## src/rtl/echo_range_window_qualifier_core_defines.svh

```systemverilog
// Assertion macros shared by the echo range qualifier RTL.
`ifndef ECHO_RANGE_WINDOW_QUALIFIER_CORE_DEFINES_SVH
`define ECHO_RANGE_WINDOW_QUALIFIER_CORE_DEFINES_SVH

// Checks that a condition implies a property in the same cycle.
`define ERWQ_ASSERT_IMP(lbl, cond, prop) \
  lbl: assert property (@(posedge clk_i) disable iff (!rst_ni) (cond) |-> (prop)) \
    else $error("erwq assertion failed");

// Checks that a condition implies a property in the next cycle.
`define ERWQ_ASSERT_NXT(lbl, cond, prop) \
  lbl: assert property (@(posedge clk_i) disable iff (!rst_ni) (cond) |=> (prop)) \
    else $error("erwq assertion failed");

`endif

```

## src/rtl/erwq_pkg.sv

```systemverilog
package erwq_pkg;

  localparam int NUM_SENSORS  = 3;
  localparam int WINDOW       = 15;
  localparam int LIVE_SENSORS = (NUM_SENSORS < 3) ? NUM_SENSORS : 3;
  localparam int SLOT_W       = $clog2(WINDOW + 1);

  localparam int IN_DATA_W  = 24;
  localparam int OUT_DATA_W = 40;
  localparam int ADDR_W     = 5;

  localparam logic [2:0] LIVE_MASK = 3'((1 << LIVE_SENSORS) - 1);

  localparam logic [15:0] SHORT_PULSE_US = 16'd10;
  localparam logic [17:0] MCM_PER_CM     = 18'd1000;

  typedef enum logic {
    OP_EDGE = 1'b0,
    OP_ARM  = 1'b1
  } op_e;

  typedef enum logic [2:0] {
    REG_MIN_S0    = 3'd0,
    REG_MAX_S0    = 3'd1,
    REG_MIN_S1    = 3'd2,
    REG_MAX_S1    = 3'd3,
    REG_MIN_S2    = 3'd4,
    REG_MAX_S2    = 3'd5,
    REG_THRESHOLD = 3'd6
  } reg_idx_e;

  localparam logic [5:0] THRESHOLD_RESET = 6'd3;

endpackage

```

## src/rtl/echo_range_window_qualifier_core.sv

```systemverilog
// Echo range window qualifier for up to three ultrasonic echo channels.
// The slave stream carries one beat per item: tuser is the operation (edge
// event or arm command), tdata the sensor, echo level, microsecond timer and
// arm mask. A rising edge of an active sensor stores its start time; a
// falling edge yields a distance (zero when detected), an in-window flag,
// the hit count over the sliding history and a detection flag, which also
// deactivates the sensor. Every accepted beat produces exactly one master
// beat, measured in tuser. Each beat passes through the input register and
// then the result register before its result appears on the master side.
// Throughput is one beat per cycle unless the receiver stalls; the single
// processing stage reads and updates the per-sensor state in the cycle it
// hands its result on. Reset clears the active mask, start times, histories,
// slots and window registers, and loads the hit threshold with three.
// When the receiver stalls, the result register holds, the input register
// fills behind it, and the slave tready drops until the result is taken.
// The APB port writes and reads the window and threshold registers at byte
// addresses four times the register index; writes are meant for idle time.
`include "echo_range_window_qualifier_core_defines.svh"

module echo_range_window_qualifier_core (
  input  logic                            clk_i,
  input  logic                            rst_ni,
  input  logic                            s_axis_tvalid,
  output logic                            s_axis_tready,
  // Fields from bit 0: sensor[1:0], echo_level[2], timer_count[18:3], arm_mask[21:19].
  input  logic [erwq_pkg::IN_DATA_W-1:0]  s_axis_tdata,
  // Fields from bit 0: operation[0].
  input  logic                            s_axis_tuser,
  output logic                            m_axis_tvalid,
  input  logic                            m_axis_tready,
  // Fields from bit 0: sensor_id[1:0], distance_mcm[22:2], in_window[23],
  // hit_count[29:24], detected[30], active_now[33:31].
  output logic [erwq_pkg::OUT_DATA_W-1:0] m_axis_tdata,
  // Fields from bit 0: measured[0].
  output logic                            m_axis_tuser,
  input  logic                            psel,
  input  logic                            penable,
  input  logic                            pwrite,
  input  logic [erwq_pkg::ADDR_W-1:0]     paddr,
  input  logic [31:0]                     pwdata,
  output logic [31:0]                     prdata,
  output logic                            pready
);
  import erwq_pkg::*;

  logic [7:0]        min_q [3];
  logic [7:0]        max_q [3];
  logic [5:0]        thr_q;
  logic [2:0]        active_q;
  logic [15:0]       start_q [LIVE_SENSORS];
  logic [WINDOW-1:0] hist_q  [LIVE_SENSORS];
  logic [SLOT_W-1:0] slot_q  [LIVE_SENSORS];

  logic                 in_valid_q;
  logic                 in_user_q;
  logic [IN_DATA_W-1:0] in_data_q;
  logic                  out_valid_q;
  logic                  out_user_q;
  logic [OUT_DATA_W-1:0] out_data_q;

  logic advance;
  logic cfg_wr;
  logic [2:0] cfg_idx;

  op_e        op;
  logic [1:0] sensor;
  logic       level;
  logic [15:0] now;
  logic [2:0]  arm;
  logic [LIVE_SENSORS-1:0] sel;
  logic        live;
  logic [15:0] cur_start;
  logic [WINDOW-1:0] cur_hist;
  logic [SLOT_W-1:0] cur_slot;
  logic [7:0]  cur_min;
  logic [7:0]  cur_max;
  logic [15:0] pulse;
  logic [20:0] dist_mcm;
  logic [17:0] lo_mcm;
  logic [17:0] hi_mcm;
  logic        inwin;
  logic [SLOT_W-1:0] slot_eff;
  logic [SLOT_W-1:0] slot_d;
  logic [WINDOW-1:0] hist_d;
  logic [5:0]  hits;
  logic        measured;
  logic        det;
  logic [2:0]  active_d;
  logic [OUT_DATA_W-1:0] out_data_d;

  assign advance       = in_valid_q && (!out_valid_q || m_axis_tready);
  assign s_axis_tready = !in_valid_q || advance;
  assign m_axis_tvalid = out_valid_q;
  assign m_axis_tdata  = out_data_q;
  assign m_axis_tuser  = out_user_q;

  assign pready  = 1'b1;
  assign cfg_wr  = psel && penable && pwrite;
  assign cfg_idx = paddr[4:2];

  always_comb begin
    case (reg_idx_e'(cfg_idx))
      REG_MIN_S0:    prdata = {24'd0, min_q[0]};
      REG_MAX_S0:    prdata = {24'd0, max_q[0]};
      REG_MIN_S1:    prdata = {24'd0, min_q[1]};
      REG_MAX_S1:    prdata = {24'd0, max_q[1]};
      REG_MIN_S2:    prdata = {24'd0, min_q[2]};
      REG_MAX_S2:    prdata = {24'd0, max_q[2]};
      REG_THRESHOLD: prdata = {26'd0, thr_q};
      default:       prdata = 32'd0;
    endcase
  end

  always_ff @(posedge clk_i or negedge rst_ni) begin
    if (!rst_ni) begin
      for (int k = 0; k < 3; k++) begin
        min_q[k] <= '0;
        max_q[k] <= '0;
      end
      thr_q <= THRESHOLD_RESET;
    end else if (cfg_wr) begin
      case (reg_idx_e'(cfg_idx))
        REG_MIN_S0:    min_q[0] <= pwdata[7:0];
        REG_MAX_S0:    max_q[0] <= pwdata[7:0];
        REG_MIN_S1:    min_q[1] <= pwdata[7:0];
        REG_MAX_S1:    max_q[1] <= pwdata[7:0];
        REG_MIN_S2:    min_q[2] <= pwdata[7:0];
        REG_MAX_S2:    max_q[2] <= pwdata[7:0];
        REG_THRESHOLD: thr_q <= pwdata[5:0];
        default: begin
        end
      endcase
    end
  end

  assign op     = op_e'(in_user_q);
  assign sensor = in_data_q[1:0];
  assign level  = in_data_q[2];
  assign now    = in_data_q[18:3];
  assign arm    = in_data_q[21:19];

  always_comb begin
    cur_start = '0;
    cur_hist  = '0;
    cur_slot  = '0;
    cur_min   = '0;
    cur_max   = '0;
    for (int k = 0; k < LIVE_SENSORS; k++) begin
      sel[k] = (sensor == 2'(k));
      if (sel[k]) begin
        cur_start = start_q[k];
        cur_hist  = hist_q[k];
        cur_slot  = slot_q[k];
        cur_min   = min_q[k];
        cur_max   = max_q[k];
      end
    end
  end

  assign live = (op == OP_EDGE) && |(sel & active_q[LIVE_SENSORS-1:0]);

  always_comb begin
    pulse  = (now > cur_start) ? (now - cur_start) : (now - cur_start - 16'd1);
    dist_mcm = (pulse < SHORT_PULSE_US) ? 21'd0 : ({1'b0, pulse, 4'd0} + 21'(pulse));
    lo_mcm = 18'(cur_min) * MCM_PER_CM;
    hi_mcm = 18'(cur_max) * MCM_PER_CM;
    inwin  = (dist_mcm > 21'(lo_mcm)) && (dist_mcm < 21'(hi_mcm));

    slot_eff = (cur_slot >= SLOT_W'(WINDOW)) ? '0 : cur_slot;
    slot_d   = slot_eff + SLOT_W'(1);
    for (int i = 0; i < WINDOW; i++) begin
      hist_d[i] = (slot_eff == SLOT_W'(i)) ? inwin : cur_hist[i];
    end
    hits = '0;
    for (int i = 0; i < WINDOW; i++) begin
      hits = hits + 6'(hist_d[i]);
    end

    measured = live && !level;
    det      = measured && (hits >= thr_q);

    if (op == OP_ARM) begin
      active_d = arm & LIVE_MASK;
    end else if (det) begin
      active_d = active_q & ~(3'd1 << sensor);
    end else begin
      active_d = active_q;
    end

    out_data_d = '0;
    out_data_d[1:0]   = (op == OP_ARM) ? 2'd0 : sensor;
    out_data_d[22:2]  = (measured && !det) ? dist_mcm : 21'd0;
    out_data_d[23]    = measured && inwin;
    out_data_d[29:24] = measured ? hits : 6'd0;
    out_data_d[30]    = det;
    out_data_d[33:31] = active_d;
  end

  always_ff @(posedge clk_i or negedge rst_ni) begin
    if (!rst_ni) begin
      active_q <= '0;
      for (int k = 0; k < LIVE_SENSORS; k++) begin
        start_q[k] <= '0;
        hist_q[k]  <= '0;
        slot_q[k]  <= '0;
      end
    end else if (advance) begin
      active_q <= active_d;
      for (int k = 0; k < LIVE_SENSORS; k++) begin
        if (live && sel[k]) begin
          if (level) begin
            start_q[k] <= now;
          end else begin
            hist_q[k] <= hist_d;
            slot_q[k] <= slot_d;
          end
        end
      end
    end
  end

  always_ff @(posedge clk_i or negedge rst_ni) begin
    if (!rst_ni) begin
      in_valid_q  <= 1'b0;
      out_valid_q <= 1'b0;
    end else begin
      if (s_axis_tready) begin
        in_valid_q <= s_axis_tvalid;
      end
      if (advance) begin
        out_valid_q <= 1'b1;
      end else if (m_axis_tready) begin
        out_valid_q <= 1'b0;
      end
    end
  end

  always_ff @(posedge clk_i) begin
    if (s_axis_tready && s_axis_tvalid) begin
      in_user_q <= s_axis_tuser;
      in_data_q <= s_axis_tdata;
    end
    if (advance) begin
      out_user_q <= measured;
      out_data_q <= out_data_d;
    end
  end

  `ERWQ_ASSERT_IMP(det_needs_measure_a, out_valid_q && out_data_q[30],
                   out_user_q && (out_data_q[22:2] == 21'd0))
  `ERWQ_ASSERT_IMP(idle_fields_zero_a, out_valid_q && !out_user_q,
                   (out_data_q[30:23] == 8'd0) && (out_data_q[22:2] == 21'd0))
  `ERWQ_ASSERT_IMP(hits_in_window_a, out_valid_q, out_data_q[29:24] <= 6'(WINDOW))
  `ERWQ_ASSERT_NXT(input_holds_a, in_valid_q && !advance, in_valid_q)

endmodule
```

## config.mk

```make
export PLATFORM = sky130hd
export DESIGN_NAME = echo_range_window_qualifier_core
export DESIGN_NICKNAME = d
export VERILOG_FILES = /design/src/rtl/erwq_pkg.sv /design/src/rtl/echo_range_window_qualifier_core.sv
export VERILOG_INCLUDE_DIRS = /design/src /design/src/rtl
export SDC_FILE = /design/constraint.sdc
export NUM_CORES = 1
export LEC_CHECK = 0
export BUFFER_PORTS_ARGS = -buffer_cell sky130_fd_sc_hd__buf_2
export CORE_MARGIN = 3
export CORE_UTILIZATION = 60
export CTS_CLUSTER_DIAMETER = 60
export CTS_CLUSTER_SIZE = 40
export DETAILED_ROUTE_END_ITERATION = 8
export HOLD_SLACK_MARGIN = 0.03
export PLACE_DENSITY = 0.8
export SLEW_MARGIN = 20
export SYNTH_ARGS = -nofsm -noshare
export SYNTH_HDL_FRONTEND = slang
export SYNTH_SLANG_ARGS = --single-unit
```

## constraint.sdc

```tcl
create_clock -name clk_i -period 19.85 [get_ports clk_i]
set_input_delay 0.9925 -clock clk_i [delete_from_list [all_inputs] [get_ports clk_i]]
set_output_delay 0.9925 -clock clk_i [all_outputs]
set_load 0.01 [all_outputs]
```

# Yosys cells after proc, flatten, opt, wreduce, memory -nomap -nowiden
# Index checks and enable logic that the tools add are counted.
# W data, S select, Z words.
# totals
wordCells,155
in_bits,69
regBits,222
# classes
eq_ne,22
mul,2
n_addsub,18
magnitude_cmp,6
muxes,38
bitwise_logic,5
shifts,1
n_reduce_logical,37
# op_table
op,n
$mux W16,4
$pmux W8 S7,1
$add A6 B1 Y6,9
$mux W8,6
$mux W15,3
$mul A8 B7 Y15 const B,2
$eq A4 B4 Y1 const B,7
$add A20 B16 Y21,1
$gt A21 B18 Y1,1
$lt A21 B18 Y1,1
$mux W21,1
$reduce_and A3 Y1,6
$mux W1,17
$eq A4 B3 Y1 const B,4
$gt A16 B16 Y1,1
$lt A16 B4 Y1 const B,1
$mux W4,4
$sub A16 B1 Y16 const B,1
$sub A16 B16 Y16,1
$reduce_and A2 Y1,7
$logic_and A1 B1 Y1,13
$eq A3 B3 Y1 const B,3
$eq A4 B2 Y1 const B,2
$add A5 B1 Y6,1
other kinds (24),32

# Logic depth before layout (Yosys ltp)
# Gate-level depths: netlist of the first run.
# logic_depth
word_depth,30
mapped_depth,60
mapped_depth_nobuf,54

# Worst setup path before layout of the first run
# OpenSTA, ideal clock, no wires.
# synth_path
kind,reg-to-reg
startpoint,register in_data_q[0]
endpoint,register out_data_q[20] (netlist: m_axis_tdata[20]) (data pin)
setup_slack_ps,6903
setup_ps,266
t_arrival_ps,12681
stages_incl_launch_ff,52
t_required_ps,19584
synth_period_minus_slack_ps,12947
path_cell_list,edfxtp_1 > clkbuf_1 > clkbuf_1 > clkbuf_1 > buf_1 > mux2i_1 > o21ai_0 > ha_1 > fa_1 > nand2b_1 > a21oi_4 > a21oi_4 > o311ai_2 > buf_6 > a2111o_1 > nand2_1 > fa_1 > a21oi_1 > (+16 left out) > clkbuf_1 > o21ai_0 > fa_1 > fa_1 > fa_1 > fa_1 > fa_1 > fa_1 > inv_1 > ha_1 > a21o_1 > a21o_1 > a21oi_1 > nor3_1 > nand2b_1 > buf_1 > clkbuf_1 > nor2_1
# synth_between
elab_chain_cells,30
# synth_rtl
item,line_no,source
start: declaration,echo_range_window_qualifier_core.sv:56,logic [IN_DATA_W-1:0] in_data_q;
start signal: assignment,echo_range_window_qualifier_core.sv:241,in_data_q <= s_axis_tdata;
$logic_not A2 Y1,echo_range_window_qualifier_core.sv:149,sel[k] = (sensor == 2'(k));
$mux W16 (2 in series),echo_range_window_qualifier_core.sv:150,if (sel[k]) begin
$mux W16 *,echo_range_window_qualifier_core.sv:150,
$sub A16 B16 Y16,echo_range_window_qualifier_core.sv:163,pulse = (now > cur_start) ? (now - cur_start) : (now - cur_start - 16'd1);
$sub A16 B1 Y16,echo_range_window_qualifier_core.sv:163,
$mux W16 *,echo_range_window_qualifier_core.sv:163,
$add A20 B16 Y21 or $lt A16 B4 Y1 (tied branches),echo_range_window_qualifier_core.sv:164,"dist_mcm = (pulse < SHORT_PULSE_US) ? 21'd0 : ({1'b0, pulse, 4'd0} + 21'(pulse));"
$mux W21 *,echo_range_window_qualifier_core.sv:164,
net dist_mcm[16],echo_range_window_qualifier_core.sv:78,logic [20:0] dist_mcm;
(+7 left out),n/a,
$add A5 B1 Y6,echo_range_window_qualifier_core.sv:176,hits = hits + 6'(hist_d[i]);
$add A6 B1 Y6 (8 in series),echo_range_window_qualifier_core.sv:176,
$add A6 B1 Y6 *,echo_range_window_qualifier_core.sv:176,
net hits[1],echo_range_window_qualifier_core.sv:85,logic [5:0] hits;
$ge A6 B6 Y1 *,echo_range_window_qualifier_core.sv:180,det = measured && (hits >= thr_q);
$logic_and A1 B1 Y1 *,echo_range_window_qualifier_core.sv:180,
$logic_not A1 Y1 *,echo_range_window_qualifier_core.sv:192,out_data_d[22:2] = (measured && !det) ? dist_mcm : 21'd0;
$logic_and A1 B1 Y1 *,echo_range_window_qualifier_core.sv:192,
end signal: assignment,echo_range_window_qualifier_core.sv:245,out_data_q <= out_data_d;
end: declaration,echo_range_window_qualifier_core.sv:59,logic [OUT_DATA_W-1:0] out_data_q;
# The timed path passes the listed nets; every way through them passes the cells marked *.
# A chain may end at the register's enable or synchronous reset.

# Worst setup path in the final report of the first run
# layout_path
startpoint,register in_data_q[1]
endpoint,register out_data_q[22] (netlist: m_axis_tdata[22]) (data pin)
# Same word-level chain as after synthesis.

==> impl_results.md, run 1 <==
- Status: finished, final reports clean
- Layout cells sized above 1: 16.5%
- TritonCTS buffer count: 21
- Critical Path Start Type: flip-flop
- Most frequent CP cell: fa_1
- Final GP Congestion: roughly 0.89
- Clock slew at reported path FFs: around 0.08 ns
- Wire length per cell: about 18 um
- Most common cell in the netlist: dfrtp_1
- Vias per cell: 6.07
- Final number of setup-violating endpoints: 0
- Initial antenna violation count: 2
- Cell Pwr Density: approximately 150 nW/um2
- Fillers: just over 2000
- Pins over their slew limit: 0
- Finished Layout Cells: just over 2000
- First DRT Iteration DRCs: 767
- Xor/xnor share of the synthesized area: between 3 and 4%
- Placed Instances: roughly 2000
- Total number of yosys warnings: 0
- CP peak stage delay: roughly 0.73 ns
- Die Footprint: 29400 um2
- RSZ-0062 raised after global routing: no
- Peak supply drop: roughly 0.13 mV
- Post-synth top cells: dfrtp_1, ha_1, nand2_1
- Buf/Inv on CP: 3
- Seq cells post-synth: 220
- Post-synthesis sequential area ratio: a little over a third
- Fmax: around 70 MHz
- Synth Area in Adders: between 15 and 20%
- Worst min path class: flip-flop to flip-flop
- Hold endpoint: slot_q[7]$_DFFE_PN0P_
- Nets: just under 2000
- Hold depth: 2
- Hold-fix buffers, CTS: 0
- Cells after synthesis: about 1600
- WP data required: between 20 and 25 ns
- Chip height: 172 um
- Slew @ Worst Pin: between 0.9 and 1 ns
- EDFF count, synth: 56
- DR DRC count: 0
- Worst skew pair latency: ~0.53 ns
- Antenna Nets Post-Route: 0
- Min-delay src: slot_q[7]$_DFFE_PN0P_
- Flop-to-flop setup slack: 5.51 ns
- Relative slew slack: about a third
- Post-Route Setup TNS: 0 ns
- GRT Total Usage: 25.6%
- Post-synthesis async set-or-reset flop share: around three quarters
- Synthesized area: 16400 um2
- Initial Util: between 60% and 70%
- R2R depth: 45
- Crit path DAT: between 10 and 15 ns
- Vias after detailed routing: ~12000
- Largest net degree at the start of global routing: 101
- Area growth from synthesis to layout: 7.84%
- Die W: 172 um
- Crit path kind: flip-flop to flip-flop
- Gr busiest metal: met2
- Post-Synth Simple-Gate Area: between 10 and 15%
- Syn avg cell area: 10.1 um2
- Port buffer count: 83
- Top-area cell type share of the netlist area: about a quarter
- Delay-heaviest family, CP: adder cells
- Final hold vios: 0
- Worst setup EP type: flip-flop
- # Max-Cap Violations: 0
- H-tree depth: 1
- Pleak: 8.32 nW
- Tmin final: roughly 14 ns
- CTS resizes: 0
- GRT overflow: 0
- Detailed placer's ending HPWL: between 20 and 30 mm
- Met2 usage: a little over two fifths
- Top post-synthesis cells by area: dfrtp_1, ha_1, edfxtp_1
- Root buffer cell: clkbuf_16
- Std-Cell Rows: slightly below 60
- Grt met3 use: approximately 3.5%
- First-pass GRT wire length: ~60 mm
- Largest family of logic cells by synthesized area: adder cells
- Prevailing post-synth register cell: dfrtp_1
- Pre-Repair DR Iteration Count: 7
- Mux contribution to synthesized area: 11.8%
- DRT Wirelength: around 38 mm
- CORE AREA: 26500 um2
- Vias in the first global route: between 10000 and 15000
- Period utilization: between 70% and 80%
- Post-CTS setup buffer count: 0
- CP max FO: 58
- Compound-Gate Fraction of Synth Area: 14.0%
- # IOs: 145
- Maximum clock path buffer count: 3
- Reg2reg start: in_data_q[1]$_DFFE_PP_
- Clock sink total: 220
- R2R Path End: m_axis_tdata[22]$_SDFFCE_PN0P_
- Post-synthesis cell type count: between 80 and 90
- Crit path max-delay cell type: o311ai_2
- CTS tree: done
- Cell taking the most area after synthesis: dfrtp_1
- Met1 usage: a little over a third
- Final Skew: roughly 0.026 ns
[where the power goes]
| part | total [mW] | switching (mW) | internal (mW) |
|---|---|---|---|
| clock | 0.417 | 0.207 | 0.211 |
| combinational | 1.72 | 1.01 | 0.712 |
| sequential | 0.577 | 0.0416 | 0.535 |
| total | 2.71 | 1.25 | 1.46 |
[cells in the final DEF, fill, tap and decap left out, types with 33 or more instances in the layout]
master,Yosys,routed
xnor2_1,45,45
a21oi_1,117,117
ha_1,138,138
mux2i_1,73,73
nor2_1,106,106
nor3_1,46,46
nand2_1,131,131
conb_1,2,33
inv_1,105,105
dfrtp_1,162,162
fa_1,56,56
mux2_2,103,103
buf_2,4,82
edfxtp_1,56,56
o21ai_0,63,61
[cell type report]
type / count / area [um2] / share of cell area, %
Sequential cell: 220 / 5790 / 32.6
Tap cell: 335 / 419 / 2.36
Timing Repair Buffer: 104 / 583 / 3.29
Clock inverter: 17 / 198 / 1.11
Clock buffer: 21 / 526 / 2.96
Multi-Input combinational cell: 1238 / 9820 / 55.4
Inverter: 107 / 402 / 2.26
Antenna cell: 1 / 2.50 / 0.0141
[cells by family after synthesis]
kind of cell             after synthesis
AND/OR/NAND/NOR                      415
multiplexers                         178
other                                  2
XOR/XNOR                              69
AO/OA/AOI/OAI                        349
adder cells (fa/ha/maj)              194
buffers and inverters                206
flip-flops                           220
[routing by layer]
metal  vias up  part of all wire [%]
li1       5881                     -
met1      6063                    45
met2       377                    47
met3        68                   5.3
met4         2                   2.5
met5         -                 0.021
[per-stage QoR]
step                power [mW]  hold WS, ns  cell area [um2]  setup WS [ns]  utilization [%]
global placement          2.20        0.457            17000           5.85             64.1
global route              2.94        0.500            17700           4.74             66.9
CTS                       2.71        0.485            17700           5.66             66.9
floorplan                 1.89        0.445            16600           6.90                -
detailed placement        2.27        0.466            17000           5.73             64.1
finish                    2.71        0.481            17700           5.51             66.9
[worst register-to-register path: cells and delay by family (launching register included)]
kind	cells	cell delay, ns
fa+ha+maj	11	4.77
compound gates	17	4.06
simple gates	11	2.79
buf+inv	3	1.42
xor+xnor	3	0.73
flops	1	0.33
[how the worst max path moves through the flow]
stage	start	to	cells past startpoint
2_1_floorplan	in_data_q[0]$_DFFE_PP_	m_axis_tdata[20]$_SDFFCE_PN0P_	51
3_3_place_gp	in_data_q[1]$_DFFE_PP_	m_axis_tdata[4]$_SDFFCE_PN0P_	46
3_5_place_dp	in_data_q[1]$_DFFE_PP_	m_axis_tdata[22]$_SDFFCE_PN0P_	45
4_1_cts	in_data_q[1]$_DFFE_PP_	m_axis_tdata[22]$_SDFFCE_PN0P_	45
5_1_grt	in_data_q[1]$_DFFE_PP_	m_axis_tdata[22]$_SDFFCE_PN0P_	46
6_report	in_data_q[1]$_DFFE_PP_	m_axis_tdata[22]$_SDFFCE_PN0P_	45
[flip-flops by register name (all words and copies together), names as in the netlist]
signal,flops
start_q,48
hist_q,45
m_axis_tdata,32
max_q,24
min_q,24
in_data_q,22
slot_q,12
thr_q,6
active_q,3
in_user_q,1
in_valid_q,1
m_axis_tuser,1
m_axis_tvalid,1
(Power assumes the default switching activity.)
==> run 2, diff against run 1 <==
Settings changed: ABC_AREA from default to 1.
Clock period 19.85 ns to 13.5 ns, I/O delays scaled along.
==> run 2 against run 1 <==
Net effect: die area shrank 1.5%; first-iteration DRC count up 67%; fmax increased by 16%; critical path depth is 18 higher; sequential share of layout area is 0.17 points lower; power is 63% higher; wire length up 3.9%; global-route usage rose by 1.8 points; utilization is 0.93 points higher; largest cell class unchanged; largest power group unchanged; highest routed layer is now met4.
==> impl_results.md, run 2 <==
- Vias per cell: roughly 5.6
- Post-synthesis sequential area ratio: 35.8%
- R2R depth: 63
- Final number of setup-violating endpoints: 0
- Most flops, register: start_q
- Maximum clock path buffer count: 3
- Die Footprint: 29000 um2
- Fmax: between 80 and 90 MHz
- Detailed placer's ending HPWL: 28.8 mm
- Post-synthesis async set-or-reset flop share: 74.5%
- First DRT Iteration DRCs: roughly 1300
- Post-synthesis cell type count: 54
- Placed Instances: between 2000 and 2500
- # Max-Cap Violations: 0
- Top-area cell type share of the netlist area: around a quarter
- Sw Share: 48.1%
- Worst min path class: primary input to async pin
- WP data required: 13.91 ns
- Most frequent CP cell: nand2_1
- Seq pwr share: between 20% and 30%
- Prevailing post-synth register cell: dfrtp_1
- Most common cell after layout, fill and taps aside: nand2_1
- Pleak: 9.10 nW
- Pre-Repair DR Iteration Count: 5
- Cell taking the most area after synthesis: dfrtp_1
- Die W: about 170 um
- Comb pwr share: between 60% and 70%
- Final Worst Setup Slack: 1.10 ns
- RSZ-0062 raised after global routing: no
- CORE AREA: roughly 26000 um2
- Seq cells post-synth: 220
- Std-Cell Rows: 59
- Port buffer count: between 80 and 90
- H-tree depth: 1
- Final hold vios: 0
- Syn avg cell area: between 8 and 9 um2
- Ant. Diodes: 0
- Largest net degree at the start of global routing: 113
- Total number of yosys warnings: 0
- EDFF count, synth: between 50 and 60
- Wire length per cell: approximately 16 um
- Tmin final: around 12 ns
- Post-synth top cells: nand2_1, inv_1, dfrtp_1
- Initial antenna violation count: 0
- Finished Layout Cells: about 2400
- GRT overflow: 0
- Layout cells sized above 1: approximately 13%
- Pins over their slew limit: 0
- Pre-CTS setup slack: about 0.75 ns
- Peak supply drop: 0.188 mV
- Antenna Nets Post-Route: 0
- Root buffer cell: clkbuf_16
- Clock sink total: 220
- Internal Pwr Total: around 2.3 mW
- Most frequent cells in the layout: nand2_1, inv_1, dfrtp_1
- Flop-to-flop setup slack: ~1.1 ns
- Fillers: about 2100
- Crit path DAT: 12.81 ns
- Most common cell in the netlist: nand2_1
- DR DRC count: 0
- Relative slew slack: approximately a quarter
- Initial Util: between 60% and 70%
- Cells after synthesis: between 1500 and 2000
- Area growth from synthesis to layout: 10.2%
- Max reg flops: 48
- GRT Total Usage: around 27%
- Crit path max-delay cell type: fa_1
- Status: finished, final reports clean
- CTS tree: done
- Crit path kind: flip-flop to flip-flop
- # IOs: 145
- First-pass GRT wire length: about 65 mm
- Clk pwr share: between 10% and 20%
- DRT Wirelength: around 39 mm
- CP max FO: 16
- Clock slew at reported path FFs: around 0.09 ns
- Vias after detailed routing: between 10000 and 15000
- Worst setup EP type: flip-flop
- Final Skew: approximately 0.034 ns
- Top post-synthesis cells by area: dfrtp_1, nand2_1, ha_1
- Chip height: 170 um
- Psw: between 2 and 2.5 mW
- Period utilization: 91.9%
- Slew @ Worst Pin: ~1.1 ns
- Synthesized area: 16200 um2
- TritonCTS buffer count: 23
- CP peak stage delay: 0.59 ns
- Worst skew pair latency: about 0.56 ns
- Cell Pwr Density: between 200 and 250 nW/um2
- Vias in the first global route: 13300
- Post-Route Setup TNS: 0 ns
- Nets: between 2000 and 2500
- Critical Path Start Type: flip-flop
- Final GP Congestion: 0.916
==> run 2: stage by stage <==
step	utilization (%)	power (mW)	area (um2)	hold WS (ns)
floorplan	-	2.99	16300	0.379
global placement	64.1	3.49	16800	0.462
detailed placement	64.1	3.63	16900	0.467
CTS	67.6	4.41	17800	0.261
global route	67.9	4.87	17800	0.263
finish	67.9	4.42	17800	0.261
==> run 2: area by class of cell <==
class                      count  area [um2]  share of cell area, %
timing repair buffer         107         604                   3.39
multi-input combinational   1421        9000                   50.5
clock buffer                  24         601                   3.37
sequential                   220        5790                   32.5
tap                          335         419                   2.35
inverter                     292        1100                   6.17
clock inverter                18         323                   1.81
==> run 2: worst paths after layout <==
check / startpoint / end
setup reg to reg: in_data_q[1]$_DFFE_PP_ / active_q[2]$_DFFE_PN0P_
hold reg to reg: hist_q[26]$_DFFE_PN0P_ / hist_q[26]$_DFFE_PN0P_
min in group clk_i: s_axis_tdata[9] / in_data_q[9]$_DFFE_PP_
setup / recovery: in_data_q[1]$_DFFE_PP_ / active_q[2]$_DFFE_PN0P_
max in group asynchronous: rst_ni / hist_q[6]$_DFFE_PN0P_
hold / removal: rst_ni / max_q[19]$_DFFE_PN0P_
==> run 2: worst max-delay path, delay by kind of cell (launching register included) <==
kind	cells	cell delay [ns]
compound gates	11	1.43
fa+ha+maj	10	3.83
flops	1	0.56
buf+inv	8	1.20
simple gates	34	5.17
==> run 2: per-layer routing <==
layer  track usage [%]  up-vias  wire (um)
li1                  -     6597          -
met1              38.1     6333      17000
met2              45.3      515      18300
met3              3.14      103       2520
met4              9.03        0       1360
met5                 0        -          0
==> run 2: logic make-up after synthesis <==
family | share of synthesized area, %
simple gates | 22.7
buf+inv | 9.52
compound gates | 10.8
flops | 35.8
fa+ha+maj | 17.6
xor+xnor | 1.79
mux | 1.74
other cells | 0.0464
==> run 2: power by group through the flow <==
stage / Sequential, mW / Clock (mW) / Combinational [mW]
finish: 0.893 / 0.759 / 2.77
floorplan: 0.893 / 0 / 2.10
global placement: 0.899 / 0 / 2.59
detailed placement: 0.905 / 0 / 2.72
global route: 0.908 / 0.793 / 3.17
CTS: 0.892 / 0.767 / 2.75
==> run 2: what timing repair did <==
item | 4_1_cts | 5_1_grt
endpoints found under the setup margin | 0 | 25
resized for setup | 0 | 3
setup buffers | 0 | 5
hold buffers | 0 | 0
